==> src/sv/icmp_erc_pkg.sv <==
// Package for the ICMP echo-reply checker: sizes, limits, verdict codes
// and the result record shared by the core, the output buffer and the top level.
// No dependencies.
package icmp_erc_pkg;

   localparam int unsigned MaxPacketBytes  = 65535;
   localparam int unsigned IcmpHeaderBytes = 8;
   localparam int unsigned MinIpBytes      = 20;
   localparam int unsigned MinHdrWords     = 5;
   localparam int unsigned CountWidth      = 16;

   localparam logic [7:0]  EchoReplyType   = 8'd0;
   localparam logic [7:0]  GoodCode        = 8'd0;
   localparam logic [15:0] SumGood         = 16'hFFFF;

   localparam int unsigned CsrAddrWidth    = 3;
   localparam logic [0:0]  RegExpectedId   = 1'b0;

   typedef enum logic [2:0] {
      VerdictOk       = 3'd0,
      VerdictTooSmall = 3'd1,
      VerdictBadHlen  = 3'd2,
      VerdictTrunc    = 3'd3,
      VerdictType     = 3'd4,
      VerdictCode     = 3'd5,
      VerdictId       = 3'd6,
      VerdictChecksum = 3'd7
   } verdict_type;

   typedef struct packed {
      logic [7:0]  icmp_code;
      logic [7:0]  icmp_type;
      verdict_type verdict;
   } result_type;

   // Ones'-complement add of two 16-bit words with end-around carry.
   function automatic logic [15:0] ones_add(input logic [15:0] a, input logic [15:0] b);
      logic [16:0] s;
      s = {1'b0, a} + {1'b0, b};
      return s[15:0] + {15'd0, s[16]};
   endfunction

endpackage

==> src/sv/icmp_erc_csr.sv <==
// Configuration register block of the ICMP echo-reply checker: APB-style
// write and read of the expected identifier. Uses icmp_erc_pkg.
module icmp_erc_csr (
   input  logic                                  clock,
   input  logic                                  reset,
   input  logic                                  csr_psel,
   input  logic                                  csr_penable,
   input  logic                                  csr_pwrite,
   input  logic [icmp_erc_pkg::CsrAddrWidth-1:0] csr_paddr,
   input  logic [31:0]                           csr_pwdata,
   output logic [31:0]                           csr_prdata,
   output logic                                  csr_pready,
   output logic [15:0]                           expected_id
);
   import icmp_erc_pkg::*;

   logic [15:0] expected_id_ff;
   logic [15:0] expected_id_in;
   logic        reg_sel;

   assign csr_pready = 1'b1;
   assign reg_sel    = (csr_paddr[CsrAddrWidth-1:2] == RegExpectedId);

   always_comb begin
      expected_id_in = expected_id_ff;
      if (csr_psel && csr_penable && csr_pwrite && csr_pready && reg_sel) begin
         expected_id_in = csr_pwdata[15:0];
      end
   end

   always_ff @(posedge clock) begin
      if (reset) begin
         expected_id_ff <= '0;
      end else begin
         expected_id_ff <= expected_id_in;
      end
   end

   assign csr_prdata  = reg_sel ? {16'd0, expected_id_ff} : 32'd0;
   assign expected_id = expected_id_ff;

endmodule

==> src/sv/icmp_erc_core.sv <==
// Per-packet state and verdict logic of the ICMP echo-reply checker: header
// length, ICMP field capture, running checksum and the final checks.
// Uses icmp_erc_pkg.
module icmp_erc_core (
   input  logic                     clock,
   input  logic                     reset,
   input  logic                     fire,
   input  logic [7:0]               data_byte,
   input  logic                     last_byte,
   input  logic [15:0]              expected_id,
   output logic                     push,
   output icmp_erc_pkg::result_type result
);
   import icmp_erc_pkg::*;

   logic [CountWidth-1:0] byte_count_ff, byte_count_in;
   logic [3:0]            header_words_ff, header_words_in;
   logic [7:0]            seen_type_ff, seen_type_in;
   logic [7:0]            seen_code_ff, seen_code_in;
   logic [15:0]           seen_id_ff, seen_id_in;
   logic [15:0]           sum_ff, sum_in;
   logic [7:0]            pending_ff, pending_in;

   logic [CountWidth-1:0] pos;
   logic                  taken;
   logic [3:0]            hw_n;
   logic [5:0]            start;
   logic                  in_icmp;
   logic [CountWidth-1:0] off;
   logic [7:0]            type_n, code_n, pend_n;
   logic [15:0]           id_n, sum_n, sum_chk, pad_word;
   logic [CountWidth-1:0] len;
   logic [CountWidth:0]   need_len;
   verdict_type           verdict;

   always_comb begin
      pos     = byte_count_ff;
      taken   = ({1'b0, pos} < (CountWidth+1)'(MaxPacketBytes));
      hw_n    = (taken && pos == '0) ? data_byte[3:0] : header_words_ff;
      start   = {hw_n, 2'b00};
      in_icmp = taken && (pos >= CountWidth'(start));
      off     = pos - CountWidth'(start);
      len     = taken ? pos + CountWidth'(1) : pos;

      type_n = seen_type_ff;
      code_n = seen_code_ff;
      id_n   = seen_id_ff;
      pend_n = pending_ff;
      sum_n  = sum_ff;
      if (in_icmp) begin
         if (off == CountWidth'(0)) type_n = data_byte;
         if (off == CountWidth'(1)) code_n = data_byte;
         if (off == CountWidth'(4)) id_n[15:8] = data_byte;
         if (off == CountWidth'(5)) id_n[7:0] = data_byte;
         // The ICMP start is a multiple of four, so the word phase follows pos.
         if (!pos[0]) begin
            pend_n = data_byte;
         end else begin
            sum_n = ones_add(sum_ff, {pending_ff, data_byte});
         end
      end

      // The final word, completed or padded with zero, is folded in for the check.
      if (in_icmp) begin
         pad_word = pos[0] ? {pending_ff, data_byte} : {data_byte, 8'h00};
      end else begin
         pad_word = len[0] ? {pending_ff, 8'h00} : 16'h0000;
      end
      sum_chk  = ones_add(sum_ff, pad_word);
      need_len = (CountWidth+1)'(start) + (CountWidth+1)'(IcmpHeaderBytes);

      if (len < CountWidth'(MinIpBytes)) begin
         verdict = VerdictTooSmall;
      end else if (hw_n < 4'(MinHdrWords)) begin
         verdict = VerdictBadHlen;
      end else if ({1'b0, len} < need_len) begin
         verdict = VerdictTrunc;
      end else if (type_n != EchoReplyType) begin
         verdict = VerdictType;
      end else if (code_n != GoodCode) begin
         verdict = VerdictCode;
      end else if (id_n != expected_id) begin
         verdict = VerdictId;
      end else if (sum_chk != SumGood) begin
         verdict = VerdictChecksum;
      end else begin
         verdict = VerdictOk;
      end

      byte_count_in   = byte_count_ff;
      header_words_in = header_words_ff;
      seen_type_in    = seen_type_ff;
      seen_code_in    = seen_code_ff;
      seen_id_in      = seen_id_ff;
      sum_in          = sum_ff;
      pending_in      = pending_ff;
      if (fire) begin
         if (last_byte) begin
            byte_count_in   = '0;
            header_words_in = '0;
            seen_type_in    = '0;
            seen_code_in    = '0;
            seen_id_in      = '0;
            sum_in          = '0;
            pending_in      = '0;
         end else begin
            byte_count_in   = len;
            header_words_in = hw_n;
            seen_type_in    = type_n;
            seen_code_in    = code_n;
            seen_id_in      = id_n;
            sum_in          = sum_n;
            pending_in      = pend_n;
         end
      end
   end

   always_ff @(posedge clock) begin
      if (reset) begin
         byte_count_ff   <= '0;
         header_words_ff <= '0;
         seen_type_ff    <= '0;
         seen_code_ff    <= '0;
         seen_id_ff      <= '0;
         sum_ff          <= '0;
         pending_ff      <= '0;
      end else begin
         byte_count_ff   <= byte_count_in;
         header_words_ff <= header_words_in;
         seen_type_ff    <= seen_type_in;
         seen_code_ff    <= seen_code_in;
         seen_id_ff      <= seen_id_in;
         sum_ff          <= sum_in;
         pending_ff      <= pending_in;
      end
   end

   assign push             = fire && last_byte;
   assign result.verdict   = verdict;
   assign result.icmp_type = type_n;
   assign result.icmp_code = code_n;

endmodule

==> src/sv/icmp_erc_obuf.sv <==
// Two-entry output buffer of the ICMP echo-reply checker: holds verdicts
// until the response side takes them. Uses icmp_erc_pkg.
module icmp_erc_obuf (
   input  logic                     clock,
   input  logic                     reset,
   input  logic                     push,
   input  icmp_erc_pkg::result_type push_data,
   output logic                     space,
   output logic                     rsp_tvalid,
   input  logic                     rsp_tready,
   output icmp_erc_pkg::result_type rsp_data
);
   import icmp_erc_pkg::*;

   result_type entry_ff [2];
   logic [1:0] count_ff, count_in;
   logic       rd_ptr_ff, rd_ptr_in;
   logic       wr_ptr_ff, wr_ptr_in;
   logic       pop;

   assign rsp_tvalid = (count_ff != 2'd0);
   assign space      = (count_ff != 2'd2);
   assign rsp_data   = entry_ff[rd_ptr_ff];
   assign pop        = rsp_tvalid && rsp_tready;

   always_comb begin
      rd_ptr_in = pop ? ~rd_ptr_ff : rd_ptr_ff;
      wr_ptr_in = push ? ~wr_ptr_ff : wr_ptr_ff;
      count_in  = count_ff + {1'b0, push} - {1'b0, pop};
   end

   always_ff @(posedge clock) begin
      if (reset) begin
         count_ff  <= '0;
         rd_ptr_ff <= 1'b0;
         wr_ptr_ff <= 1'b0;
      end else begin
         count_ff  <= count_in;
         rd_ptr_ff <= rd_ptr_in;
         wr_ptr_ff <= wr_ptr_in;
      end
   end

   always_ff @(posedge clock) begin
      if (push) begin
         entry_ff[wr_ptr_ff] <= push_data;
      end
   end

endmodule

==> src/sv/icmp_echo_reply_check.sv <==
// ICMP echo-reply checker, top level: input register, configuration port,
// packet core and output buffer. Uses icmp_erc_pkg and the icmp_erc_* modules.
//
// The block takes one IPv4 packet byte per cycle on the request channel, with
// tlast on the final byte, and returns one verdict per packet on the response
// channel. A request is registered on acceptance and then checked; its verdict
// is offered in the cycle after the check. The sustained rate is one byte per
// clock, set by the update of the running checksum and capture state; a final
// byte waits in the input register only while both entries of the output buffer
// are full. Write expected_id only while no packet is open.
module icmp_echo_reply_check (
   input  logic                                  clock,
   input  logic                                  reset,
   input  logic                                  req_tvalid,
   output logic                                  req_tready,
   input  logic [7:0]                            req_tdata,  // [7:0] data_byte
   input  logic                                  req_tlast,  // last_byte
   output logic                                  rsp_tvalid,
   input  logic                                  rsp_tready,
   // [2:0] verdict, [10:3] icmp_type, [18:11] icmp_code, [23:19] zero
   output logic [23:0]                           rsp_tdata,
   input  logic                                  csr_psel,
   input  logic                                  csr_penable,
   input  logic                                  csr_pwrite,
   input  logic [icmp_erc_pkg::CsrAddrWidth-1:0] csr_paddr,
   input  logic [31:0]                           csr_pwdata,
   output logic [31:0]                           csr_prdata,
   output logic                                  csr_pready
);
   import icmp_erc_pkg::*;

   logic       in_valid_ff, in_valid_in;
   logic [7:0] in_data_ff, in_data_in;
   logic       in_last_ff, in_last_in;
   logic       fire;
   logic       req_fire;
   logic       push;
   logic       space;
   logic [15:0] expected_id;
   result_type result;
   result_type rsp_data;

   icmp_erc_csr u_csr (
      .clock       (clock),
      .reset       (reset),
      .csr_psel    (csr_psel),
      .csr_penable (csr_penable),
      .csr_pwrite  (csr_pwrite),
      .csr_paddr   (csr_paddr),
      .csr_pwdata  (csr_pwdata),
      .csr_prdata  (csr_prdata),
      .csr_pready  (csr_pready),
      .expected_id (expected_id)
   );

   assign fire       = in_valid_ff && (!in_last_ff || space);
   assign req_tready = !in_valid_ff || fire;
   assign req_fire   = req_tvalid && req_tready;

   always_comb begin
      in_valid_in = in_valid_ff;
      in_data_in  = in_data_ff;
      in_last_in  = in_last_ff;
      if (req_fire) begin
         in_valid_in = 1'b1;
         in_data_in  = req_tdata;
         in_last_in  = req_tlast;
      end else if (fire) begin
         in_valid_in = 1'b0;
      end
   end

   always_ff @(posedge clock) begin
      if (reset) begin
         in_valid_ff <= 1'b0;
      end else begin
         in_valid_ff <= in_valid_in;
      end
   end

   always_ff @(posedge clock) begin
      in_data_ff <= in_data_in;
      in_last_ff <= in_last_in;
   end

   icmp_erc_core u_core (
      .clock       (clock),
      .reset       (reset),
      .fire        (fire),
      .data_byte   (in_data_ff),
      .last_byte   (in_last_ff),
      .expected_id (expected_id),
      .push        (push),
      .result      (result)
   );

   icmp_erc_obuf u_obuf (
      .clock      (clock),
      .reset      (reset),
      .push       (push),
      .push_data  (result),
      .space      (space),
      .rsp_tvalid (rsp_tvalid),
      .rsp_tready (rsp_tready),
      .rsp_data   (rsp_data)
   );

   assign rsp_tdata = {5'd0, rsp_data};

`ifndef SYNTHESIS
   a_stall_holds_item: assert property (@(posedge clock) disable iff (reset)
      !req_tready |-> in_valid_ff)
      else $error("request stalled with an empty input register");

   a_verdict_offered: assert property (@(posedge clock) disable iff (reset)
      push |=> rsp_tvalid)
      else $error("verdict was not offered after a final byte");

   a_last_needs_room: assert property (@(posedge clock) disable iff (reset)
      push |-> space)
      else $error("verdict pushed into a full output buffer");

   a_csr_write: assert property (@(posedge clock) disable iff (reset)
      (csr_psel && csr_penable && csr_pwrite && csr_paddr[CsrAddrWidth-1:2] == RegExpectedId)
      |=> expected_id == $past(csr_pwdata[15:0]))
      else $error("expected_id write was lost");
`endif

endmodule

==> config.mk <==
export PLATFORM = sky130hd
export DESIGN_NAME = icmp_echo_reply_check
export DESIGN_NICKNAME = d
export VERILOG_FILES = /design/src/sv/icmp_erc_pkg.sv /design/src/sv/icmp_erc_csr.sv /design/src/sv/icmp_erc_core.sv /design/src/sv/icmp_erc_obuf.sv /design/src/sv/icmp_echo_reply_check.sv
export SDC_FILE = /design/constraint.sdc
export NUM_CORES = 1
export LEC_CHECK = 0
export ABC_AREA = 1
export BUFFER_PORTS_ARGS = -buffer_cell sky130_fd_sc_hd__clkbuf_2
export CORE_AREA = 4 4 144 146
export DETAILED_ROUTE_END_ITERATION = 6
export DIE_AREA = 0 0 148 150
export PLACE_DENSITY = 0.71
export SLEW_MARGIN = 20
export SYNTH_ARGS = -nofsm -noshare
export SYNTH_HDL_FRONTEND = slang
export SYNTH_SLANG_ARGS = --single-unit
export TNS_END_PERCENT = 50
==> constraint.sdc <==
create_clock -name clock -period 18.21 [get_ports clock]
set_clock_uncertainty 0.15 [all_clocks]
set_input_delay 2.7315 -clock clock [delete_from_list [all_inputs] [get_ports clock]]
set_output_delay 2.7315 -clock clock [all_outputs]
set_load 0.1 [all_outputs]
-- After elaboration in Yosys (flattened, before gate mapping)
Memories as Yosys holds them, arrays and structs flattened. A register that Yosys moved wholly into a read port is not among the register bits.
Index checks and enable logic that the tools add are counted.
- memory bits (writable): 38
- register bits after elaboration: 106
- memories: 1
- bits of input ports: 51
- $lt $le $gt $ge: 5
- muxes and demuxes: 37
- eq/ne operators: 7
- $add $sub $neg: 9
- reductions and logical operators: 23
- bitwise gates (word level): 3
- memories (name ; words ; width ; rd ports ; clocked after Yosys merged registers in ; write ports ; RTL line ; source):
    u_obuf.entry_ff ; 2 ; 19 ; 1 ; 1 ; 1 ; icmp_erc_obuf.sv:15 ; result_type entry_ff [2];
- operator list (operator ; count):
    two-way mux 16 bit ; 11
    two-way mux 8 bit ; 11
    adder 16 x 16 -> 17 bit ; 2
    adder 16 x 1 -> 16 bit ; 2
    == test 16 x 3 -> 1 bit (second input constant) ; 2
    logical NOT 16 bit ; 2
    two-way mux 3 bit ; 7
    less-than comparator 16 x 17 -> 1 bit ; 1
    adder 16 x 1 -> 16 bit (second input constant) ; 1
    == test 16 x 1 -> 1 bit (second input constant) ; 1
    >= comparator 16 x 6 -> 1 bit ; 1
    less-than comparator 16 bit (second input constant) ; 1
    less-than comparator 16 x 5 -> 1 bit (second input constant) ; 1
    inequality test 16 bit ; 1
    inequality test 16 bit (second input constant) ; 1
    nonzero test 8 bit ; 2
    subtractor 16 x 6 -> 16 bit ; 1
    logical AND 1 bit ; 9
    two-way mux 4 bit ; 2
    nonzero test 2 bit ; 4
    adder 6 x 4 -> 7 bit (second input constant) ; 1
    two-way mux 1 bit ; 6
    AND reduction 3 bit ; 2
    less-than comparator 4 x 3 -> 1 bit (second input constant) ; 1
    6 further kinds ; 11

-- Logic depth before layout (Yosys ltp)
Gate-level depths: netlist of the first run.
- depth in word-level cells: 16
- gate-level depth with buffers: 53

-- By module
Synthesis of the first run repeated with hierarchy kept, for this count alone.
- cell total of the unflattened synthesis: 1430
- area total of the unflattened synthesis: 10177.3 um2
- modules (own cells, without submodules) (module ; cells an instance ; area each (um2) ; seq. area each (um2) ; instances):
    icmp_erc_core ; 1151 ; 7074.3 ; 1521.5 ; 1
    icmp_erc_obuf ; 95 ; 1662.8 ; 1241.2 ; 1
    icmp_erc_csr ; 161 ; 1067.3 ; 320.3 ; 1
    icmp_echo_reply_check ; 23 ; 372.9 ; 290.3 ; 1

-- Least setup slack after synthesis of the first run
No wires, ideal clock.
- path kind: in2out
- start: input csr_paddr[2] (netlist bit)
- end: output csr_prdata[10]
- stages on the path: 3
- data arrival time: 4.380 ns
- setup slack: 10.949 ns
- path buffers: 2
- required time: 15.328 ns
- path through: clkbuf_1 -> clkbuf_1 -> nor2_1
- longest elaborated chain between the ends: 1
- ends and longest elaborated chain (item ; RTL line ; source):
    start, declared ; icmp_echo_reply_check.sv:25 ; input logic [icmp_erc_pkg::CsrAddrWidth-1:0] csr_paddr,
    two-way mux 16 bit ; icmp_erc_csr.sv:39 ; assign csr_prdata = reg_sel ? {16'd0, expected_id_ff} : 32'd0;
    end, declared ; icmp_echo_reply_check.sv:27 ; output logic [31:0] csr_prdata,
No other way between the ends.

==> results.txt, run 1 <==
Post-Synth Simple-Gate Area - 30.0%
Setup violations, final - 0
Syn Inst Count - 1,338
Worst-path clk slew - 0.07 ns
Overall Global Routing Usage - 20.8%
Asr flop ratio synth - 0%
Leak Pwr - 4.86 nW
FP Rows - 51
Antenna violations before repair - 0
Worst slew margin - 27.4%
PostCTS Resize Cnt - 0
Iter 0 DRT Violations - 705
CTS H-tree lvls - 4
Synth area leaders - dfxtp_1, edfxtp_1, nand2_1
Number of I/O port buffers - 69
Largest family of logic cells by synthesized area - simple AND/OR/NAND/NOR gates
Die X - 148 um
Reg2reg setup slack - 9.77 ns
# diodes - 0
Pin count of the biggest net entering global routing - 99
YS warnings - 0
DP Wirelength - 16,300 um
Xor/xnor cell area share of the yosys netlist - 3.55%
DR pass1 iterations - 5
CP Capture Type - flip-flop
Vias in the first global route - 7,883
Hold Slack - 0.314 ns
Unrepaired setup endpoints after global routing - false
Crit path DAT - 8.44 ns
DR vias/cell - 5.19
Worst Path Max Fanout - 29
Req. time, crit path - 18.21 ns
Yosys top cell area share - 20.4%
GPL Wtd Cong - 0.910
Critical path class - flip-flop to flip-flop
Register area share after synthesis - 35.0%
Cells after DPL - 1,631
Post-Syn Area - 9630 sq um
Pre-CTS setup slack - 9.91 ns
Mux share of post-synthesis cell area - 2.22%
Clk sink count - 145
Hold Vio Cnt, Final - 0
Worst-skew pair later-pin latency - 0.44 ns
Max Root-Sink Buffers - 2
Routed WL - 22,900 um
Post-CTS setup buffers - 0
Worst setup margin - 9.77 ns
DR vias - 8,636
CP peak stage delay - 0.62 ns
Maximum vdd drop - 0.0597 mV
Final TNS setup - 0 ns
Max-Cap Viols - 0
CP Launch Type - flip-flop
Proportion of layout cells with a drive suffix above 1 - 12.5%
Initial Util - 49.6%
Max frequency - 0.118 GHz
Top-count cell post-synth - nand2_1
DR WL/cell - 13.7 um
Cts hold-fix bufs - 0
Global-route wire length before repair - 37,700 um
Synth top cells by count - nand2_1, inv_1, a21oi_1
Io pins - 110
Synth Area in Compound Gates - 11.6%
Layout area overhead - 11.0%
Core area - 19,400 sq um
Adder-cell share of the synthesized area - 6.99%
Total grt overflow - 0
Final critical-path required period - 8.44 ns
Final non-filler cell total - 1,663
CTS tree - done
Avg Synthesized Cell Area - 7.19 sq um
Worst Hold Class - flip-flop to flip-flop
Residual DRC count - 0
Outcome - finished, final reports clean
Die Y - 150 um
Register bit total from synthesis - 145
Slew Viols, Final - 0
Routed Antenna Nets - 0
Synth cell types - 50
Post-synth top flop - dfxtp_1
Pwr per Cell Area - 87.0 nW/um^2
Nets@finish - 1,488
CTS Buf Count - 17
Die ar. - 22,200 sq um
Yosys top cell by area - dfxtp_1
Slew at the pin closest to its max-slew limit - 1.09 ns
Slowest cell on crit path - inv_1
Root buf cell - clkbuf_16
Final worst path period share - 46.4%
Post-synth EDFFs - 47
-- cell families after synthesis --
| logic type | count (synthesis) |
|---|---|
| and+or+nand+nor | 634 |
| adders and majority gates | 52 |
| buffers and inverters | 243 |
| DFF | 145 |
| muxes | 19 |
| other | 2 |
| xor gates and xnor gates | 39 |
| AOI/OAI and AO/OA | 204 |
-- worst max-delay path, delay by kind of cell, from the launching register on --
| kind | cells | cell delay, ns |
|---|---|---|
| flops | 1 | 0.35 |
| simple gates | 25 | 2.70 |
| fa+ha+maj | 6 | 1.75 |
| buf+inv | 3 | 0.96 |
| compound gates | 9 | 2.20 |
-- per-stage QoR --
| step | power, mW | utilization, % | area (sq um) |
|---|---|---|---|
| 6_report | 0.930 | 55.1 | 10700 |
| 5_1_grt | 0.967 | 55.1 | 10700 |
| 4_1_cts | 0.937 | 55.1 | 10700 |
| 3_5_place_dp | 0.582 | 51.9 | 10100 |
| 3_3_place_gp | 0.579 | 51.9 | 10100 |
| 2_1_floorplan | 0.549 | - | 9700 |
-- layer usage --
layer / vias up / routed length (um) / track usage (%)
met5: - / 0 / 0
met4: 0 / 472 / 6.42
met3: 37 / 1290 / 4.00
met2: 238 / 10900 / 35.0
met1: 3902 / 10200 / 27.2
li1: 4459 / - / -
-- cell usage in the layout (no fill, tap or decap), types with 17 or more instances in the layout --
cell	Yosys	final
nand4_1	32	32
inv_1	171	171
nand3_1	94	94
nor3_1	24	24
conb_1	2	22
nor2_1	103	102
clkbuf_16	0	17
nand2_1	323	323
a21oi_1	116	116
dfxtp_1	98	98
edfxtp_1	47	47
clkbuf_2	0	68
xor2_1	31	31
ha_1	49	49
o21ai_0	46	46
a211oi_1	17	17
mux2_2	19	19
-- state kept, by name, summed over array words and instances (netlist names), named ones only --
| signal | count |
|---|---|
| u_core.sum_ff | 16 |
| in_last_ff | 1 |
| u_core.header_words_ff | 4 |
| u_core.pending_ff | 8 |
| in_data_ff | 8 |
| u_obuf.wr_ptr_ff | 1 |
| u_core.seen_code_ff | 8 |
| u_csr.expected_id | 16 |
| u_obuf.entry_ff | 38 |
| u_core.seen_type_ff | 8 |
| u_core.seen_id_ff | 16 |
| u_obuf.rd_ptr_ff | 1 |
| in_valid_ff | 1 |
| u_obuf.count_ff | 2 |
| u_core.byte_count_ff | 16 |
-- final cells by class --
class,count,area (sq um)
well taps,265,332
clock inverters,15,188
fillers,1864,8710
inverters,177,666
flip-flops and latches,145,3370
clock buffers,17,425
repair buffers,74,385
multi-input cells,970,5320
-- final timing paths --
check / from / to / depth (start not counted)
max: u_core.byte_count_ff[0] / u_obuf.entry_ff[0][1] / 43
min: u_core.seen_code_ff[5] / u_core.seen_code_ff[5] / 2
min reg2reg: u_core.seen_code_ff[5] / u_core.seen_code_ff[5] / 2
max reg2reg: u_core.byte_count_ff[0] / u_obuf.entry_ff[0][1] / 43
-- report_power, final --
part	switching, mW	internal, mW
logic	0.172	0.0475
clock network	0.166	0.187
registers	0.0140	0.344
No activity file was read; power rests on OpenSTA's default activity.
==> run 2, diff against run 1 <==
==> constraint.sdc (replaced) <==
create_clock -name clock -period 8.4 [get_ports clock]
set_clock_uncertainty 0.15 [all_clocks]
set_input_delay 1.26 -clock clock [delete_from_list [all_inputs] [get_ports clock]]
set_output_delay 1.26 -clock clock [all_outputs]
set_load 0.1 [all_outputs]
==> results.txt, run 2 (same netlist as run 1, synthesis figures left out) <==
Max Root-Sink Buffers - 2
Commonest cells after routing, fill and taps aside - nand2_1, inv_1, a21oi_1, nor2_1, dfxtp_1
Pwr per Cell Area - 190 nW/um^2
Number of I/O port buffers - 69
CP Capture Type - flip-flop
Outcome - finished, final reports clean
CTS tree - done
Switching Share - 37.1%
Reg2reg start - u_core.byte_count_ff[1]
Worst-skew pair later-pin latency - 0.44 ns
Nets@finish - 1,490
Global-route wire length before repair - 36,300 um
Part of the power in registers - 38.2%
Post-CTS setup buffers - 0
DP Wirelength - 16,100 um
Overall Global Routing Usage - 20.0%
Max-Cap Viols - 0
Slowest cell on crit path - a2111oi_0
Root buf cell - clkbuf_16
Routed Antenna Nets - 0
Hold_sp - u_core.seen_type_ff[0]
Register name with the most flops - u_obuf.entry_ff
CP startpoint - u_core.byte_count_ff[1]
P_sw - 0.753 mW
Leak Pwr - 4.87 nW
CTS Buf Count - 17
Max frequency - 0.132 GHz
Proportion of layout cells with a drive suffix above 1 - 12.6%
DR vias - 8,578
Min-Delay Path Depth - 2
Worst-path clk slew - 0.07 ns
Initial Util - 49.6%
CP peak stage delay - 0.53 ns
Slew Viols, Final - 0
Die X - 148 um
Worst Path Max Fanout - 25
Residual DRC count - 0
Setup violations, final - 0
Max reg flops - 38
Cts hold-fix bufs - 0
Unrepaired setup endpoints after global routing - false
Io pins - 110
# diodes - 0
Hold Vio Cnt, Final - 0
PostCTS Resize Cnt - 0
Clock Power Share - 38.6%
Clk sink count - 145
GPL Wtd Cong - 0.915
Power Internal - 1.28 mW
Req. time, crit path - 8.40 ns
Vias in the first global route - 7,707
Final critical-path required period - 7.58 ns
Slew at the pin closest to its max-slew limit - 1.07 ns
CP Launch Type - flip-flop
Combinational share of power - 23.2%
Pin count of the biggest net entering global routing - 99
Worst Hold Class - flip-flop to flip-flop
Final worst path period share - 90.2%
DR vias/cell - 5.15
CTS H-tree lvls - 4
DR WL/cell - 13.4 um
Maximum vdd drop - 0.139 mV
Layout area overhead - 11.2%
Final TNS setup - 0 ns
Die Y - 150 um
Fin util - 55.2%
Commonest non-fill, non-tap cell in the layout - nand2_1
FP Rows - 51
Total grt overflow - 0
Antenna violations before repair - 0
DR pass1 iterations - 6
Die ar. - 22,200 sq um
Routed WL - 22,300 um
R2r worst-path depth - 43
Crit path DAT - 7.58 ns
Worst slew margin - 28.6%
Critical path class - flip-flop to flip-flop
Core area - 19,400 sq um
Iter 0 DRT Violations - 576
[run 2: cell types whose count changed in the layout (fill, tap and decap cells not counted), sizes merged]
cell	before	now
bufinv	0	1
clkinvlp	1	2
buf	6	8
clkinv	9	7
[run 2: worst max-delay path, delay by kind of cell, from the launching register on]
kind	cells	cell delay (ns)
AO/OA/AOI/OAI	9	2.08
adder cells (fa/ha/maj)	6	1.57
buffers and inverters	3	0.46
flip-flops	1	0.33
AND/OR/NAND/NOR	25	2.70
[run 2: power groups by stage]
stage / clock, mW / combinational (mW) / sequential [mW]
5_1_grt: 0.826 / 0.502 / 0.778
4_1_cts: 0.792 / 0.473 / 0.775
6_report: 0.783 / 0.471 / 0.775
3_5_place_dp: 0 / 0.470 / 0.790
2_1_floorplan: 0 / 0.419 / 0.771
3_3_place_gp: 0 / 0.466 / 0.790
[run 2: metrics by stage]
| step | power, mW | hold slack [ns] | worst slack [ns] | cells | instance area [sq um] |
|---|---|---|---|---|---|
| after global routing | 2.11 | 0.331 | 0.0259 | 1665 | 10700 |
| final | 2.03 | 0.316 | 0.821 | 1665 | 10700 |
| after global placement | 1.26 | 0.301 | 1.07 | 1633 | 10100 |
| after CTS | 2.04 | 0.315 | 0.954 | 1665 | 10700 |
| after detailed placement | 1.26 | 0.305 | 0.973 | 1633 | 10100 |
| after floorplan | 1.19 | 0.295 | 1.18 | 1358 | 9700 |
[run 2: area by class of cell]
| type | instances | area, sq um |
|---|---|---|
| flip-flops and latches | 145 | 3370 |
| clock inverters | 15 | 190 |
| well taps | 265 | 332 |
| multi-input cells | 970 | 5320 |
| inverters | 177 | 666 |
| clock buffers | 17 | 425 |
| fillers | 1834 | 8690 |
| repair buffers | 76 | 400 |
[run 2: worst paths after layout]
path | endpoint | slack [ns]
setup / recovery | u_obuf.entry_ff[1][1] | 0.82
setup reg to reg | u_obuf.entry_ff[1][1] | 0.82
hold reg to reg | u_core.seen_type_ff[0] | 0.32
hold / removal | u_core.seen_type_ff[0] | 0.32
[run 2: layer usage]
layer / track usage [%] / wire length, um
met1: 24.9 / 9930
met2: 34.7 / 10700
met3: 4.33 / 1250
met4: 6.42 / 413
met5: 0 / 0
